File: src/design/blfna_pkg.sv
// ----------------------------------------------------------------------------
// blfna_pkg
// Shared types, constants and helper functions of the lowest-free-number
// allocator.
// ----------------------------------------------------------------------------
package blfna_pkg;

	localparam int CAPACITY  = 1024;
	localparam int WORD_BITS = 32;
	localparam int NUM_WORDS = (CAPACITY + WORD_BITS - 1) / WORD_BITS;
	localparam int WORD_AW   = (NUM_WORDS > 1) ? $clog2(NUM_WORDS) : 1;
	localparam int BIT_AW    = $clog2(WORD_BITS);
	localparam int NUM_W     = 10;
	localparam int CMD_W     = 2;
	localparam int CNT_W     = 11;

	localparam logic [CMD_W-1:0] CMD_ALLOC   = 2'd0;
	localparam logic [CMD_W-1:0] CMD_CHECK   = 2'd1;
	localparam logic [CMD_W-1:0] CMD_RELEASE = 2'd2;

	localparam logic [CNT_W-1:0] CNT_RESET = CNT_W'(CAPACITY);

	typedef logic [WORD_BITS-1:0] word_t;
	typedef logic [NUM_WORDS-1:0] summary_t;

	typedef struct packed {
		logic [CMD_W-1:0] cmd;
		logic [NUM_W-1:0] number;
	} req_t;

	typedef struct packed {
		logic             ok;
		logic [NUM_W-1:0] granted_number;
	} rsp_t;

	// Free pattern of word w right after reset or a count write.
	function automatic word_t fill_word(input logic [WORD_AW-1:0] w,
			input logic [CNT_W-1:0] count);
		logic [CNT_W+WORD_AW:0] base;
		logic [CNT_W+WORD_AW:0] rem;
		word_t                  mask;
		base = (CNT_W + WORD_AW + 1)'(w) * (CNT_W + WORD_AW + 1)'(WORD_BITS);
		rem  = (CNT_W + WORD_AW + 1)'(count) - base;
		if ((CNT_W + WORD_AW + 1)'(count) <= base) begin
			mask = '0;
		end else if (rem >= (CNT_W + WORD_AW + 1)'(WORD_BITS)) begin
			mask = '1;
		end else begin
			mask = ~({WORD_BITS{1'b1}} << rem[BIT_AW-1:0]);
		end
		return mask;
	endfunction

	// Index of the lowest set bit of a word; zero when none is set.
	function automatic logic [BIT_AW-1:0] lowest_bit(input word_t v);
		logic [BIT_AW-1:0] idx;
		idx = '0;
		for (int i = WORD_BITS - 1; i >= 0; i--) begin
			if (v[i]) begin
				idx = BIT_AW'(i);
			end
		end
		return idx;
	endfunction

	// Index of the lowest non-empty word; zero when none.
	function automatic logic [WORD_AW-1:0] lowest_word(input summary_t v);
		logic [WORD_AW-1:0] idx;
		idx = '0;
		for (int i = NUM_WORDS - 1; i >= 0; i--) begin
			if (v[i]) begin
				idx = WORD_AW'(i);
			end
		end
		return idx;
	endfunction

	// Summary after reset or a count write: words below the count hold free bits.
	function automatic summary_t fill_summary(input logic [CNT_W-1:0] count);
		summary_t s;
		for (int i = 0; i < NUM_WORDS; i++) begin
			s[i] = (CNT_W + WORD_AW + 1)'(count) >
				(CNT_W + WORD_AW + 1)'(i) * (CNT_W + WORD_AW + 1)'(WORD_BITS);
		end
		return s;
	endfunction

endpackage

File: src/design/bitmap_lowest_free_number_allocator.sv
// ----------------------------------------------------------------------------
// bitmap_lowest_free_number_allocator
// Hands out the lowest free number from a bitmap held in a synchronous RAM.
// ----------------------------------------------------------------------------
// Usage: raise start with a request while busy is low; the request is taken at
// that edge. Each request has two steps: the synchronous read of the
// bitmap word, then its modify and write-back, so busy is high for exactly
// one cycle after every accepted request. The result appears on result with done
// high for one cycle, in the cycle that follows the busy cycle; it cannot be
// held off: the receiver must take it then. A new request may be started in the
// cycle the previous result is shown. The lowest non-empty word is found
// from a 32-bit summary register kept beside the RAM, so allocate costs the
// same as check or release. Write max_numbers (cfg_we, cfg_wdata) only while
// no request is in flight; values above the capacity saturate, and every
// number below the count becomes free at once, with no clearing pass:
// per-word valid bits make a word that has not been written since read as
// its fresh free pattern.
// ----------------------------------------------------------------------------
module bitmap_lowest_free_number_allocator import blfna_pkg::*; (
	input  logic             clk,
	input  logic             arst_n,
	input  logic             start,
	input  req_t             request,
	output logic             busy,
	input  logic             cfg_we,
	input  logic [CNT_W-1:0] cfg_wdata,
	output logic             done,
	output rsp_t             result
);

	localparam logic S_IDLE = 1'b0;
	localparam logic S_MOD  = 1'b1;

	logic state_q;

	// Bitmap storage: one word per 32 numbers, set bit means free.
	word_t free_mem [NUM_WORDS];
	word_t rdata_s1;

	logic [NUM_WORDS-1:0] valid_q;    // word written since last fill
	summary_t             summary_q;  // word holds at least one free bit
	logic [CNT_W-1:0]     count_q;    // effective count, saturated

	logic [CMD_W-1:0]   cmd_s1;
	logic [WORD_AW-1:0] addr_s1;
	logic [BIT_AW-1:0]  bit_s1;
	logic               hit_s1;      // alloc: a word is free; else: in range

	rsp_t result_q;
	logic done_q;

	logic               accept;
	logic [WORD_AW-1:0] rd_addr;
	logic [CNT_W-1:0]   cfg_count;
	word_t              cur_word;
	logic [BIT_AW-1:0]  alloc_bit;
	logic [BIT_AW-1:0]  use_bit;
	word_t              new_word;
	logic               wr_en;
	rsp_t               rsp_d;

	assign accept    = start && !busy;
	assign busy      = (state_q == S_MOD);
	assign cfg_count = (cfg_wdata > CNT_RESET) ? CNT_RESET : cfg_wdata;

	// Allocate reads the lowest non-empty word; check and release read the
	// word that holds the number.
	assign rd_addr = (request.cmd == CMD_ALLOC) ? lowest_word(summary_q)
		: WORD_AW'(request.number >> BIT_AW);

	// Modify stage: merge the read word with its fill pattern and edit it.
	always_comb begin
		cur_word  = valid_q[addr_s1] ? rdata_s1 : fill_word(addr_s1, count_q);
		alloc_bit = lowest_bit(cur_word);
		use_bit   = (cmd_s1 == CMD_ALLOC) ? alloc_bit : bit_s1;
		new_word  = cur_word;
		wr_en     = 1'b0;
		rsp_d     = '0;
		case (cmd_s1)
			CMD_ALLOC: begin
				if (hit_s1) begin
					new_word[alloc_bit]  = 1'b0;
					wr_en                = 1'b1;
					rsp_d.ok             = 1'b1;
					rsp_d.granted_number = NUM_W'({addr_s1, alloc_bit});
				end
			end
			CMD_CHECK: begin
				rsp_d.ok = hit_s1 && cur_word[bit_s1];
			end
			CMD_RELEASE: begin
				if (hit_s1) begin
					new_word[bit_s1] = 1'b1;
					wr_en            = 1'b1;
					rsp_d.ok         = 1'b1;
				end
			end
			default: begin
				rsp_d = '0;
			end
		endcase
	end

	// RAM: read at acceptance, write back at the end of the modify stage.
	always_ff @(posedge clk) begin
		if (accept) begin
			rdata_s1 <= free_mem[rd_addr];
		end
		if (busy && wr_en) begin
			free_mem[addr_s1] <= new_word;
		end
	end

	// Request capture; payload needs no reset.
	always_ff @(posedge clk) begin
		if (accept) begin
			cmd_s1  <= request.cmd;
			bit_s1  <= request.number[BIT_AW-1:0];
			addr_s1 <= rd_addr;
			if (request.cmd == CMD_ALLOC) begin
				hit_s1 <= |summary_q;
			end else begin
				hit_s1 <= {1'b0, request.number} < count_q;
			end
		end
		if (busy) begin
			result_q <= rsp_d;
		end
	end

	always_ff @(posedge clk or negedge arst_n) begin
		if (!arst_n) begin
			state_q   <= S_IDLE;
			done_q    <= 1'b0;
			valid_q   <= '0;
			summary_q <= fill_summary(CNT_RESET);
			count_q   <= CNT_RESET;
		end else begin
			done_q <= busy;
			unique case (state_q)
				S_IDLE: begin
					if (accept) begin
						state_q <= S_MOD;
					end
				end
				S_MOD: begin
					state_q <= S_IDLE;
				end
				default: begin
					state_q <= S_IDLE;
				end
			endcase
			if (cfg_we) begin
				// drop all written words; they read as the new fill pattern
				count_q   <= cfg_count;
				valid_q   <= '0;
				summary_q <= fill_summary(cfg_count);
			end else if (busy && wr_en) begin
				valid_q[addr_s1]   <= 1'b1;
				summary_q[addr_s1] <= |new_word;
			end
		end
	end

	assign done   = done_q;
	assign result = result_q;

	// An accepted request occupies exactly one busy cycle.
	a_busy_one: assert property (@(posedge clk) disable iff (!arst_n)
		accept |=> busy ##1 !busy)
		else $error("busy did not last exactly one cycle");

	// A result follows every modify cycle.
	a_done_follow: assert property (@(posedge clk) disable iff (!arst_n)
		busy |=> done)
		else $error("result strobe missing after modify stage");

	// A non-zero number is only shown with ok.
	a_grant_ok: assert property (@(posedge clk) disable iff (!arst_n)
		done && (result.granted_number != '0) |-> result.ok)
		else $error("granted number without ok");

	// A granted number lies below the count.
	a_grant_range: assert property (@(posedge clk) disable iff (!arst_n)
		busy && (cmd_s1 == CMD_ALLOC) && hit_s1 |->
			({1'b0, rsp_d.granted_number} < count_q))
		else $error("granted number at or above the count");

endmodule

File: config.mk
export PLATFORM = sky130hd
export DESIGN_NAME = bitmap_lowest_free_number_allocator
export DESIGN_NICKNAME = d
export VERILOG_FILES = /design/src/design/blfna_pkg.sv /design/src/design/bitmap_lowest_free_number_allocator.sv
export SDC_FILE = /design/constraint.sdc
export NUM_CORES = 2
export LEC_CHECK = 0
export BUFFER_PORTS_ARGS = -buffer_cell sky130_fd_sc_hd__buf_4
export CAP_MARGIN = 15
export CORE_MARGIN = 8
export CORE_UTILIZATION = 57
export DETAILED_ROUTE_END_ITERATION = 16
export PLACE_DENSITY = 0.82
export SYNTH_ARGS = -nofsm -noshare
export SYNTH_HDL_FRONTEND = slang
export SYNTH_SLANG_ARGS = --single-unit
export TNS_END_PERCENT = 1
File: constraint.sdc
create_clock -name clk -period 4.2 [get_ports clk]
set_input_delay 0.42 -clock clk [delete_from_list [all_inputs] [get_ports clk]]
set_output_delay 0.42 -clock clk [all_outputs]
set_load 0.1 [all_outputs]
==> impl_metrics.py <==
metrics = {
    "logic_synthesis": {
        "synthAdderAreaFrac": 0.00404,
        "yosysWarnings": 0,
        "avgSynthCellArea_um2": 15.7,
        "netlist_instances": 3089,
        "synth_nets": 3131,
        "synth_compound_area_frac": 0.0897,
        "synth.distinct_cells": 80,
        "synth_top_family_by_area": "multiplexers",
        "ys_ff_latch": 1157,
        "syn_area_um2": 48400,
        "yosysSeqAreaShare": 0.711,
        "synthMuxAreaShare": 0.105,
        "synth_edf_count": 1080,
        "synth_simple_gate_area_share": 0.0703,
        "synth_top_flop_cell": "edfxtp_1",
        "synthArstFlopShare": 0.0666,
        "synth_xor_area_frac": 0.000181,
    },
    "critical_path": {
        "worstSetupPathType": "reg2reg",
        "path_cells": "buf_6 > mux2i_1 > o22ai_1 > mux4_2 > a41o_2 > buf_12 > buf_12 > o32a_1 > nor4_4 > a22oi_1 > or2_2 > or4_4 > nor3_4 > buf_12 > clkbuf_16 > a31oi_1",
        "cp.required_ps": 4810,
        "worst-endpoint-arrival_ps": 5100,
        "crit_path_frequent_cell": "buf_12",
        "start_kind": "flop",
        "worstSetupStartpoint": "addr_s1[0]",
        "cp_max_fo": 22,
        "worstSetupEndpointType": "flop",
        "cpPeakStageDelay_ps": 560,
        "worst_path_max_delay_cell": "or4_4",
        "r2r_start": "addr_s1[0]",
    },
    "cells_and_area": {
        "final_common_cell": "edfxtp_1",
        "fin_area_um2": 56900,
        "nets": 3438,
        "layout_common_cells": "edfxtp_1 (1080), buf_4 (308), nand2_1 (246), mux2i_1 (209), nor2_1 (154)",
        "nFillCells": 5341,
        "area_growth_syn_to_layout_pct": 17.6,
        "drive_gt1_frac": 0.235,
        "final_cells": 4630,
    },
    "global_route": {
        "grtUsageTotal": 0.298,
        "grt_max_degree": 78,
        "grt_pass1_wl_um": 207000,
        "overflow": 0,
        "antenna_found_initial": 7,
        "grt_pass1_vias": 31600,
    },
    "clock_network": {
        "tritoncts": "built",
        "clock_latency_ps": 720,
        "cts_buffers": 108,
        "htree_num_levels": 3,
        "clock_sinks": 1157,
        "root_buffer": "clkbuf_16",
        "clkTransAtPathRegs_ps": 60,
        "clk_path_buf_depth": 3,
    },
    "floorplan": {
        "die_area_um2": 94400,
        "die_w_um": 307,
        "dieHeight_um": 307,
        "start_util": 0.572,
        "rows": 107,
        "coreArea_um2": 84600,
        "io_pins": 40,
    },
    "sta": {
        "slew_viol_final": 0,
        "tns_ps": -8760,
        "fin_skew_ps": 81.7,
        "min_period_ps": 4500,
        "fin_crit_sh": 1.07,
        "rsz0062_at_grt": "true",
        "setup_viol": 40,
        "max_slew_margin": 0.313,
        "worst_slack_ps": -298,
        "fmax_mhz": 222,
        "finalHoldViolations": 0,
        "worst_pin_slew_ps": 1030,
    },
    "min_path": {
        "hold_path_class": "in2reg",
        "hp-start": "cfg_wdata[5]",
    },
    "routing": {
        "drtIter0Drc": 4574,
        "wl_per_cell_um": 31.2,
        "route.detailed.drc": 0,
        "drt_wl_total_um": 145000,
        "viasPerCell": 6.83,
        "num_vias": 31600,
        "ant_nets": 0,
        "drtPass1Iterations": 8,
    },
    "placed_design": {
        "placed_cell_area_um2": 53100,
        "post-dp-hpwl_um": 86000,
        "dpl.cell_count": 4412,
        "place.gp.congestion": 1.06,
        "pre_cts_ws_ps": -238,
        "port_buffers": 39,
    },
    "status": {
        "status": "finished, violations left",
        "violations": "setup timing",
    },
    "run": {
        "drv_cap": 0,
    },
    "power": {
        "p_per_area_nw_per_um2": 458,
        "p_leak_uw": 0.0191,
        "max-vdd-ir-drop_mv": 0.365,
    },
}
-- what timing repair did --
action / 4_1_cts / 5_1_grt
pin swaps: 3 / 11
gates resized for setup: 9 / 26
gates cloned: 0 / 2
hold buffers: 13 / 0
hold endpoints to repair: 56 / 0
setup endpoints to repair: 100 / 127
setup buffers: 0 / 3
-- registers in the layout, summed over array words and instances (netlist names), 2 cells and up --
name and flops:
summary_q 32, cmd_s1 2, free_mem 1024, valid_q 32
result 11, rdata_s1 32, bit_s1 5, count_q 11
addr_s1 5
-- kinds of logic (layout without fill, tap and decap cells) --
kind of cell | Yosys count | after routing
AOI/OAI and AO/OA | 615 | 615
buffers and inverters | 235 | 629
other | 0 | 3
adders and majority gates | 15 | 15
DFF | 1157 | 1157
muxes | 343 | 343
xor gates and xnor gates | 1 | 1
and+or+nand+nor | 723 | 723
-- critical path: cells and delay by family (launching register included) --
kind / cells / cell delay, ps
simple gates: 4 / 1410
mux: 2 / 740
flops: 1 / 380
buf+inv: 5 / 910
compound gates: 5 / 920
-- synth_stat cells, types with 9 or more instances --
cell | instances | share of area
nor2b_1 | 11 | 0.0014
nand3_1 | 18 | 0.0019
o21ai_0 | 35 | 0.0036
nor3b_1 | 12 | 0.0019
and2_1 | 76 | 0.0098
a311oi_1 | 98 | 0.018
buf_1 | 25 | 0.0019
o22ai_1 | 48 | 0.0062
mux4_2 | 131 | 0.061
a31oi_1 | 58 | 0.0075
inv_1 | 38 | 0.0029
nand2_1 | 249 | 0.019
or2_2 | 9 | 0.0012
a211oi_1 | 94 | 0.015
nor4_1 | 22 | 0.0028
a21o_1 | 16 | 0.0025
edfxtp_1 | 1080 | 0.67
nand4_1 | 9 | 0.0012
clkbuf_1 | 153 | 0.012
o32ai_1 | 15 | 0.0027
and3_1 | 41 | 0.0053
a21boi_0 | 13 | 0.0020
mux2i_1 | 209 | 0.043
o21bai_1 | 9 | 0.0014
nor2_1 | 186 | 0.014
a21oi_1 | 123 | 0.013
o31ai_1 | 14 | 0.0022
a22oi_1 | 12 | 0.0019
nand2b_1 | 12 | 0.0016
dfrtp_1 | 44 | 0.023
nor3_1 | 61 | 0.0063
a221oi_1 | 9 | 0.0016
ha_1 | 14 | 0.0036
dfstp_2 | 33 | 0.018
-- power breakdown --
part / total, µW / internal (µW) / switching, µW
combinational: 3270 / 1170 / 2100
clock: 9380 / 5080 / 4300
sequential: 13400 / 13300 / 125
-- metal layers --
layer | track usage | wire, µm
met2 | 0.481 | 68100
met3 | 0.0695 | 18600
met4 | 0.174 | 9830
met1 | 0.370 | 48100
met5 | 0 | 39
-- stage by stage --
step	util	total power [µW]	hold WS, ps
global route	0.672	26600	63.8
global placement	0.627	16700	479
CTS	0.669	26000	12.5
finish	0.672	26000	24.5
floorplan	-	15200	124
detailed placement	0.627	16700	487
-- cell type report --
class,count,area (µm²),area share
antenna,3,7.51,0.000132
clock inverter,59,553,0.00973
timing repair buffer,391,3820,0.0672
inverter,41,176,0.00310
multi-input combinational,1697,13600,0.240
clock buffer,138,2820,0.0495
tap,1144,1430,0.0252
sequential,1157,34400,0.605
-- worst paths after layout --
| kind | endpoint | slack (ps) | cells past startpoint |
|---|---|---|---|
| setup / recovery | summary_q[13] | -300 | 16 |
| hold / removal | count_q[5] | 20 | 3 |
| setup reg to reg | summary_q[13] | -300 | 16 |
| hold reg to reg | valid_q[5] | 500 | 2 |
| max in group asynchronous | valid_q[19] | 3060 | 2 |
| min in group asynchronous | count_q[9] | 440 | 2 |
Power figures use the tool's default switching activity.
